[src/rtl/core/footswitch_gesture_detector_unit_defines.svh]
// Assertion macros shared by the footswitch gesture detector RTL.
// No dependencies; taken in by `include where assertions are written.
`ifndef FOOTSWITCH_GESTURE_DETECTOR_UNIT_DEFINES_SVH
`define FOOTSWITCH_GESTURE_DETECTOR_UNIT_DEFINES_SVH

// Same-cycle implication, checked outside reset.
`define FGD_ASSERT_SAME(label, clk, rst_n, ante, cons) \
    label: assert property (@(posedge clk) disable iff (!rst_n) (ante) |-> (cons)) \
        else $error("fgd assertion failed");

// Next-cycle implication, checked outside reset.
`define FGD_ASSERT_NEXT(label, clk, rst_n, ante, cons) \
    label: assert property (@(posedge clk) disable iff (!rst_n) (ante) |=> (cons)) \
        else $error("fgd assertion failed");

`endif

[src/rtl/core/fgd_pkg.sv]
// Types and constants of the footswitch gesture detector.
// No dependencies; imported by fgd_switch_update and the top level.
package fgd_pkg;

    typedef enum logic [1:0] {
        EV_NONE   = 2'd0,
        EV_NORMAL = 2'd1,
        EV_DOUBLE = 2'd2,
        EV_LONG   = 2'd3
    } event_code_t;

    localparam logic [1:0] CFG_IDX_ENABLE    = 2'd0;
    localparam logic [1:0] CFG_IDX_MASK      = 2'd1;
    localparam logic [1:0] CFG_IDX_THRESHOLD = 2'd2;
    localparam logic [1:0] CFG_IDX_WINDOW    = 2'd3;

    localparam int unsigned CFG_INDEX_W = 2;
    localparam int unsigned CFG_DATA_W  = 16;
    localparam int unsigned TIME_W      = 32;
    localparam int unsigned COUNT_W     = 3;

    localparam logic [COUNT_W-1:0] COUNT_MAX  = 3'd7;
    localparam logic [COUNT_W-1:0] COUNT_ONE  = 3'd1;
    localparam logic [COUNT_W-1:0] COUNT_MULTI = 3'd2;

    localparam logic [2:0]  MASK_RESET      = 3'd7;
    localparam logic [15:0] THRESHOLD_RESET = 16'd1000;
    localparam logic [15:0] WINDOW_RESET    = 16'd500;

    localparam int unsigned MASK_BIT_NORMAL = 0;
    localparam int unsigned MASK_BIT_DOUBLE = 1;
    localparam int unsigned MASK_BIT_LONG   = 2;

    // Per-switch tracking state.
    typedef struct packed {
        logic               prev_level;
        logic [TIME_W-1:0]  press_start_time;
        logic [TIME_W-1:0]  last_press_time;
        logic [COUNT_W-1:0] press_count;
        logic               long_fired;
    } sw_state_t;

    // Settings that steer event decoding.
    typedef struct packed {
        logic [2:0]  event_mask;
        logic [15:0] hold_limit_ms;
        logic [15:0] double_press_window_ms;
    } fgd_cfg_t;

endpackage

[src/rtl/core/fgd_switch_update.sv]
// Combinational gesture decode and state update for one footswitch tick.
// Depends on fgd_pkg.
module fgd_switch_update
    import fgd_pkg::*;
(
    input  sw_state_t         cur_state,
    input  fgd_cfg_t          cfg,
    input  logic              level,
    input  logic [TIME_W-1:0] now,
    output sw_state_t         nxt_state,
    output event_code_t       code
);

    logic              press;
    logic [TIME_W-1:0] since_last;
    logic [TIME_W-1:0] start_time;
    logic [TIME_W-1:0] duration;
    logic              in_window;
    logic              long_hit;
    logic              short_hold;

    assign press      = level && !cur_state.prev_level;
    assign since_last = now - cur_state.last_press_time;
    assign in_window  = since_last <= {16'd0, cfg.double_press_window_ms};
    assign start_time = press ? now : cur_state.press_start_time;
    assign duration   = now - start_time;
    assign long_hit   = duration >= {16'd0, cfg.hold_limit_ms};
    assign short_hold = !long_hit;

    always_comb
    begin
        nxt_state = cur_state;
        code      = EV_NONE;

        if (press)
        begin
            nxt_state.press_start_time = now;
            nxt_state.last_press_time  = now;
            nxt_state.long_fired       = 1'b0;
            if (in_window)
            begin
                if (cur_state.press_count < COUNT_MAX)
                begin
                    nxt_state.press_count = cur_state.press_count + COUNT_ONE;
                end
            end
            else
            begin
                nxt_state.press_count = COUNT_ONE;
            end
        end

        // A hold that reaches the threshold fires the long press only once.
        if (level && long_hit && !nxt_state.long_fired)
        begin
            if (cfg.event_mask[MASK_BIT_LONG])
            begin
                code = EV_LONG;
            end
            nxt_state.long_fired = 1'b1;
        end

        // Release; nothing is reported after a long press.
        if (!level && cur_state.prev_level && !cur_state.long_fired)
        begin
            if (cur_state.press_count >= COUNT_MULTI)
            begin
                if (cfg.event_mask[MASK_BIT_DOUBLE])
                begin
                    code = EV_DOUBLE;
                end
                nxt_state.press_count = '0;
            end
            else if (short_hold && cfg.event_mask[MASK_BIT_NORMAL])
            begin
                code = EV_NORMAL;
            end
        end

        nxt_state.prev_level = level;
    end

endmodule

[src/rtl/core/footswitch_gesture_detector_unit.sv]
// Top level of the footswitch gesture detector: handshakes, settings and per-switch state.
// Depends on fgd_pkg, fgd_switch_update and footswitch_gesture_detector_unit_defines.svh.
//
// Each input beat is one control tick for one footswitch: the debounced level and a
// wrapping millisecond time stamp. Every accepted beat produces exactly one output beat,
// carrying event_code (0 none, 1 normal press, 2 double press, 3 long press) and the
// switch it concerns (event_switch reads 0 when there is no event). The block takes one
// beat per clock cycle while the output is not stalled. An accepted beat is held in the
// input register, where the per-switch state is read, decoded and written back, and the
// result is loaded into the output register once that register can take it, and is
// presented from there. The state is written back as the result is registered. That
// read-modify-write of the selected switch's state is what sets the rate, so ticks for
// the same switch may follow one another on consecutive beats. While the output beat is
// stalled the input register still accepts one more beat. Settings are written through a
// plain write port (0 enable, 1 event mask, 2 hold threshold, 3 double-press window) and
// should be changed only while no beat is in flight. With events disabled, or a switch
// number at or beyond SWITCH_COUNT, the tick leaves the state untouched and gives an
// output beat with no event. Time differences wrap modulo 2^32.
`include "footswitch_gesture_detector_unit_defines.svh"

module footswitch_gesture_detector_unit
    import fgd_pkg::*;
#(
    parameter int unsigned SWITCH_COUNT = 2
)
(
    input  logic                   clk,
    input  logic                   rst_n,

    input  logic                   in_valid,
    output logic                   in_stall,
    input  logic                   switch_select,
    input  logic                   pressed_level,
    input  logic [TIME_W-1:0]      now_ms,

    output logic                   out_valid,
    input  logic                   out_stall,
    output logic [1:0]             event_code,
    output logic                   event_switch,

    input  logic                   cfg_write_enable,
    input  logic [CFG_INDEX_W-1:0] cfg_index,
    input  logic [CFG_DATA_W-1:0]  cfg_data
);

    localparam int unsigned SW_IDX_W = (SWITCH_COUNT > 1) ? $clog2(SWITCH_COUNT) : 1;

    // Settings.
    logic        enabled_reg;
    fgd_cfg_t    cfg_reg;

    // Input register stage.
    logic              s1_valid_reg;
    logic              s1_sel_reg;
    logic              s1_level_reg;
    logic [TIME_W-1:0] s1_now_reg;

    // Output register stage.
    logic        out_valid_reg;
    event_code_t out_code_reg;
    logic        out_switch_reg;

    // Per-switch state.
    sw_state_t   state_reg [SWITCH_COUNT];

    logic                out_ready;
    logic                in_accept;
    logic                commit;
    logic                sel_in_range;
    logic                active;
    logic [SW_IDX_W-1:0] sel_idx;
    sw_state_t           cur_state;
    sw_state_t           upd_state;
    event_code_t         upd_code;
    event_code_t         out_code_next;

    // The output register can take a result when it is empty or being drained.
    assign out_ready = !out_valid_reg || !out_stall;
    assign commit    = s1_valid_reg && out_ready;
    assign in_stall  = s1_valid_reg && !out_ready;
    assign in_accept = in_valid && !in_stall;

    assign out_valid    = out_valid_reg;
    assign event_code   = out_code_reg;
    assign event_switch = out_switch_reg;

    // Settings port.
    always_ff @(posedge clk or negedge rst_n)
    begin
        if (!rst_n)
        begin
            enabled_reg                    <= 1'b0;
            cfg_reg.event_mask             <= MASK_RESET;
            cfg_reg.hold_limit_ms          <= THRESHOLD_RESET;
            cfg_reg.double_press_window_ms <= WINDOW_RESET;
        end
        else if (cfg_write_enable)
        begin
            case (cfg_index)
                CFG_IDX_ENABLE:    enabled_reg                    <= cfg_data[0];
                CFG_IDX_MASK:      cfg_reg.event_mask             <= cfg_data[2:0];
                CFG_IDX_THRESHOLD: cfg_reg.hold_limit_ms          <= cfg_data;
                CFG_IDX_WINDOW:    cfg_reg.double_press_window_ms <= cfg_data;
                default:           ;
            endcase
        end
    end

    // Input register: refills whenever its beat moves on to the output register.
    always_ff @(posedge clk or negedge rst_n)
    begin
        if (!rst_n)
        begin
            s1_valid_reg <= 1'b0;
        end
        else if (!in_stall)
        begin
            s1_valid_reg <= in_valid;
        end
    end

    always_ff @(posedge clk)
    begin
        if (in_accept)
        begin
            s1_sel_reg   <= switch_select;
            s1_level_reg <= pressed_level;
            s1_now_reg   <= now_ms;
        end
    end

    // Selected switch; ticks for a switch that does not exist are ignored.
    assign sel_in_range = 32'(s1_sel_reg) < SWITCH_COUNT;
    assign active       = enabled_reg && sel_in_range;
    assign sel_idx      = SW_IDX_W'(s1_sel_reg);
    assign cur_state    = state_reg[sel_idx];

    fgd_switch_update u_switch_update
    (
        .cur_state (cur_state),
        .cfg       (cfg_reg),
        .level     (s1_level_reg),
        .now       (s1_now_reg),
        .nxt_state (upd_state),
        .code      (upd_code)
    );

    assign out_code_next = active ? upd_code : EV_NONE;

    // State write-back happens on the same edge the result is registered, so the
    // next tick for the same switch already sees the updated state.
    always_ff @(posedge clk or negedge rst_n)
    begin
        if (!rst_n)
        begin
            for (int k = 0; k < SWITCH_COUNT; k++)
            begin
                state_reg[k] <= '0;
            end
        end
        else if (commit && active)
        begin
            state_reg[sel_idx] <= upd_state;
        end
    end

    // Output register.
    always_ff @(posedge clk or negedge rst_n)
    begin
        if (!rst_n)
        begin
            out_valid_reg <= 1'b0;
        end
        else if (out_ready)
        begin
            out_valid_reg <= s1_valid_reg;
        end
    end

    always_ff @(posedge clk)
    begin
        if (commit)
        begin
            out_code_reg   <= out_code_next;
            out_switch_reg <= (out_code_next != EV_NONE) ? s1_sel_reg : 1'b0;
        end
    end

    // Stalling the input is only ever due to a full input register.
    `FGD_ASSERT_SAME(a_stall_only_when_full, clk, rst_n, in_stall, s1_valid_reg)
    // A beat held in the input register is not dropped while the output is blocked.
    `FGD_ASSERT_NEXT(a_s1_held, clk, rst_n, s1_valid_reg && !out_ready, s1_valid_reg)
    // Every beat that leaves the input register shows up at the output.
    `FGD_ASSERT_NEXT(a_commit_reaches_out, clk, rst_n, commit, out_valid_reg)
    // A beat with no event names switch zero.
    `FGD_ASSERT_SAME(a_none_switch_zero, clk, rst_n,
        out_valid_reg && (out_code_reg == EV_NONE), !out_switch_reg)

endmodule
[config.mk]
export PLATFORM = sky130hd
export DESIGN_NAME = footswitch_gesture_detector_unit
export DESIGN_NICKNAME = d
export VERILOG_FILES = /design/src/rtl/core/fgd_pkg.sv /design/src/rtl/core/fgd_switch_update.sv /design/src/rtl/core/footswitch_gesture_detector_unit.sv
export VERILOG_INCLUDE_DIRS = /design/src /design/src/rtl/core
export SDC_FILE = /design/constraint.sdc
export NUM_CORES = 1
export LEC_CHECK = 0
export BUFFER_PORTS_ARGS = -buffer_cell sky130_fd_sc_hd__buf_4
export CORE_ASPECT_RATIO = 0.6
export CORE_MARGIN = 2
export CORE_UTILIZATION = 40
export CTS_BUF_LIST = sky130_fd_sc_hd__clkbuf_2 sky130_fd_sc_hd__clkbuf_4 sky130_fd_sc_hd__clkbuf_8
export CTS_CLUSTER_DIAMETER = 200
export DETAILED_ROUTE_END_ITERATION = 10
export PLACE_DENSITY_LB_ADDON = 0.2
export SYNTH_ARGS = -nofsm -noshare
export SYNTH_HDL_FRONTEND = slang
export SYNTH_HIERARCHICAL = 1
export SYNTH_SLANG_ARGS = --single-unit
[constraint.sdc]
create_clock -name clk -period 7.6 [get_ports clk]
set_input_delay 0.76 -clock clk [delete_from_list [all_inputs] [get_ports clk]]
set_output_delay 0.76 -clock clk [all_outputs]
set_load 0.01 [all_outputs]
==> reports/metrics.yaml <==
outcome:
  status: "completed"
critical_path:
  cp_max_fo: 71
  cp.arrival_ns: 6.88
  critical_path_class: "reg -> reg"
  end_kind: "flop"
  worstPathRequired_ns: 8.03
  crit_path_start_kind: "flop"
finish:
  nets: 1604
  area_growth_pct: 10.9
  final_cell_mix: "mux2_2 (224), dfrtp_1 (161), nand2_1 (133)"
  layout-drive-gt1-share_pct: 28.6
  largest_reg_flops: 138
  finalNonFillerCells: 1955
  utilization_pct: 45.5
  final_common_cell: "mux2_2"
drt:
  wire_per_inst_um: 20.6
  via_per_inst: 5.60
  num_vias: 10900
  drtIter0Drc: 768
  postRouteAntennaNets: 0
  drc: 0
  routed_wl_mm: 40.2
  dr.pass1.iters: 5
pwr:
  p_sw_share_pct: 42.5
  seq_power_share_pct: 27.1
  vdd_drop_max_mv: 0.135
  power_leakage_nw: 7.35
  power.density_nw_per_um2: 396
  p_sw_w: 0.00271
  clkPwrFrac_pct: 17.3
  intPower_w: 0.00366
  comb_power_share_pct: 55.6
timing:
  fmax_mhz: 155
  skew_ns: 0.0206
  slew_headroom_pct: 25.6
  tightest_slew_ns: 1.12
  period_share_pct: 84.8
  post-route-min-period_ns: 6.45
  finalHoldViolCount: 0
  slew_violations: 0
  timing.hold.ws_ns: 0.150
  finalSetupViolations: 0
  rsz0062_at_grt: "false"
  fin_tns_setup_ns: 0
synth:
  yosys_warnings: 6
  synth_fp_nets: 1554
  synth_ff_type: "dfrtp_1"
  synth_area_um2: 14500
  ys_top_cells_by_area: "dfrtp_1 (28%), mux2_2 (17%), edfxtp_1 (7.7%)"
  synth_edf_count: 37
  synth-async-reset-ratio_pct: 82.6
  synth_cell_types: 101
  synth_top_area_share_pct: 27.8
  syn_inst: 1411
  ys_seq_elements: 213
  synth_top_area_cell: "dfrtp_1"
  syn_area_per_cell_um2: 10.3
  seq_area_frac_synth_pct: 38.1
global_routing:
  grt_overflow: 0
  grt_antenna_before_repair: 0
  grt_first_pass_wirelength_mm: 63.9
  grt_use_total_pct: 21.7
  grt_max_degree: 72
  first_global_vias: 10900
die:
  die_y_um: 152
  fp.coreArea_um2: 35300
  io_pins: 62
  fp.dieW_um: 250
  initial_core_util_pct: 41.0
  row_count: 53
  die_area_um2: 37900
worst_hold_path:
  hold_class: "in -> async"
place:
  dp_hpwl_mm: 30.0
  gp_congestion: 0.928
  portBuffers: 61
  dpl.cell_count: 1890
clock_network:
  cts_max_level: 2
  cts_buffers: 36
  path_clk_slew_ns: 0.06
  ctsRootBufferMaster: "clkbuf_8"
  cts_sinks: 213
  hold_buffers: 0
  clock_latency_ns: 0.55
  cts_tree: "done"
  cts_setup_buffers: 0
  cts_buffer_depth: 3
  ctsResizeCount: 0
job:
  drv_cap: 0
## power groups by stage
stage | registers [W] | clock network, W | logic [W]
floorplan | 0.00168 | 0 | 0.00259
global placement | 0.00172 | 0 | 0.00344
detailed placement | 0.00174 | 0 | 0.00346
CTS | 0.00172 | 0.00113 | 0.00349
global route | 0.00177 | 0.00119 | 0.00389
finish | 0.00173 | 0.00110 | 0.00354
## critical path: stages (launching register included)
cell and delay (ns):
edfxtp_1 0.41, buf_12 0.39, mux2_2 0.39, inv_1 0.11
ha_1 0.24, nor2b_1 0.14, o31ai_1 0.51, nand3_1 0.31
and2_1 0.29, a21o_2 0.22, a21oi_1 0.21, o21bai_1 0.09
a21oi_1 0.18, xnor2_1 0.08, ha_1 0.30, and3_1 0.16
nand3_1 0.11, or4_2 0.67, a2111o_1 0.50, nor4_4 0.42
and4_1 0.24, nor3_1 0.06, mux2_2 0.28
## layout make-up
class                   instances  area [um^2]
flip-flops and latches        213         5530
fillers                      3379        19300
inverters                     108          405
well taps                     467          584
diodes                          1         2.50
clock inverters                 4         45.0
repair buffers                 73          564
multi-input cells            1029         8240
clock buffers                  60          713
## worst paths after layout
kind                                       startpoint                         end  slack, ns  cells past startpoint
setup reg to reg                 s1_sel_reg$_DFFE_PP_    state_reg[1]$_DFFE_PN0P_       1.15                     22
hold / removal                                  rst_n   state_reg[11]$_DFFE_PN0P_       0.15                      1
min in group clk                           now_ms[29]    s1_now_reg[29]$_DFFE_PP_       0.39                      1
max in group asynchronous                       rst_n   state_reg[72]$_DFFE_PN0P_       6.15                      2
setup / recovery                 s1_sel_reg$_DFFE_PP_    state_reg[1]$_DFFE_PN0P_       1.15                     22
hold reg to reg            state_reg[128]$_DFFE_PN0P_  state_reg[128]$_DFFE_PN0P_       0.49                      1
## layer usage
metal	track usage, %	wire (um)	vias to the layer above
met1	35.0	22200	5358
met4	4.46	622	0
met3	5.48	2850	48
li1	-	-	5219
met2	28.3	14500	320
met5	0	0	-
## per-stage QoR
stage	power (W)	area, um^2	setup slack (ns)
2_1_floorplan	0.00427	14500	1.38
4_1_cts	0.00634	16100	1.25
5_1_grt	0.00685	16100	0.744
3_3_place_gp	0.00516	15300	1.41
6_report	0.00636	16100	1.15
3_5_place_dp	0.00520	15300	1.26
## cell usage after synthesis (6+ instances only)
library cell and number:
and3_1 10, nor2b_1 14, nand4_1 16, a211oi_1 8
nand2b_1 12, xor2_1 20, a21o_1 41, o2111ai_1 7
o21a_1 10, and2_1 26, a21oi_1 63, buf_2 22
o21ai_1 7, edfxtp_1 37, nor3_1 18, mux2_2 224
xnor2_1 21, nor4_1 7, buf_6 6, nand3_1 22
nor2_1 52, mux2_4 10, dfstp_2 15, clkbuf_1 24
o21ai_0 69, nand2_1 133, mux2_1 11, a31oi_1 8
inv_1 108, ha_1 85, dfrtp_1 161, o31ai_1 6
## cells by family (layout without fill, tap and decap cells)
family / Yosys count / count (layout) / synth area share (%)
buffers and inverters: 169 / 245 / 5.16
adder cells (fa/ha/maj): 93 / 93 / 7.97
XOR/XNOR: 45 / 45 / 2.92
multiplexers: 250 / 250 / 19.6
AND/OR/NAND/NOR: 339 / 339 / 11.8
AO/OA/AOI/OAI: 302 / 302 / 14.4
other: 0 / 1 / 0
flip-flops: 213 / 213 / 38.1
No activity file was read; power rests on OpenSTA's default activity.
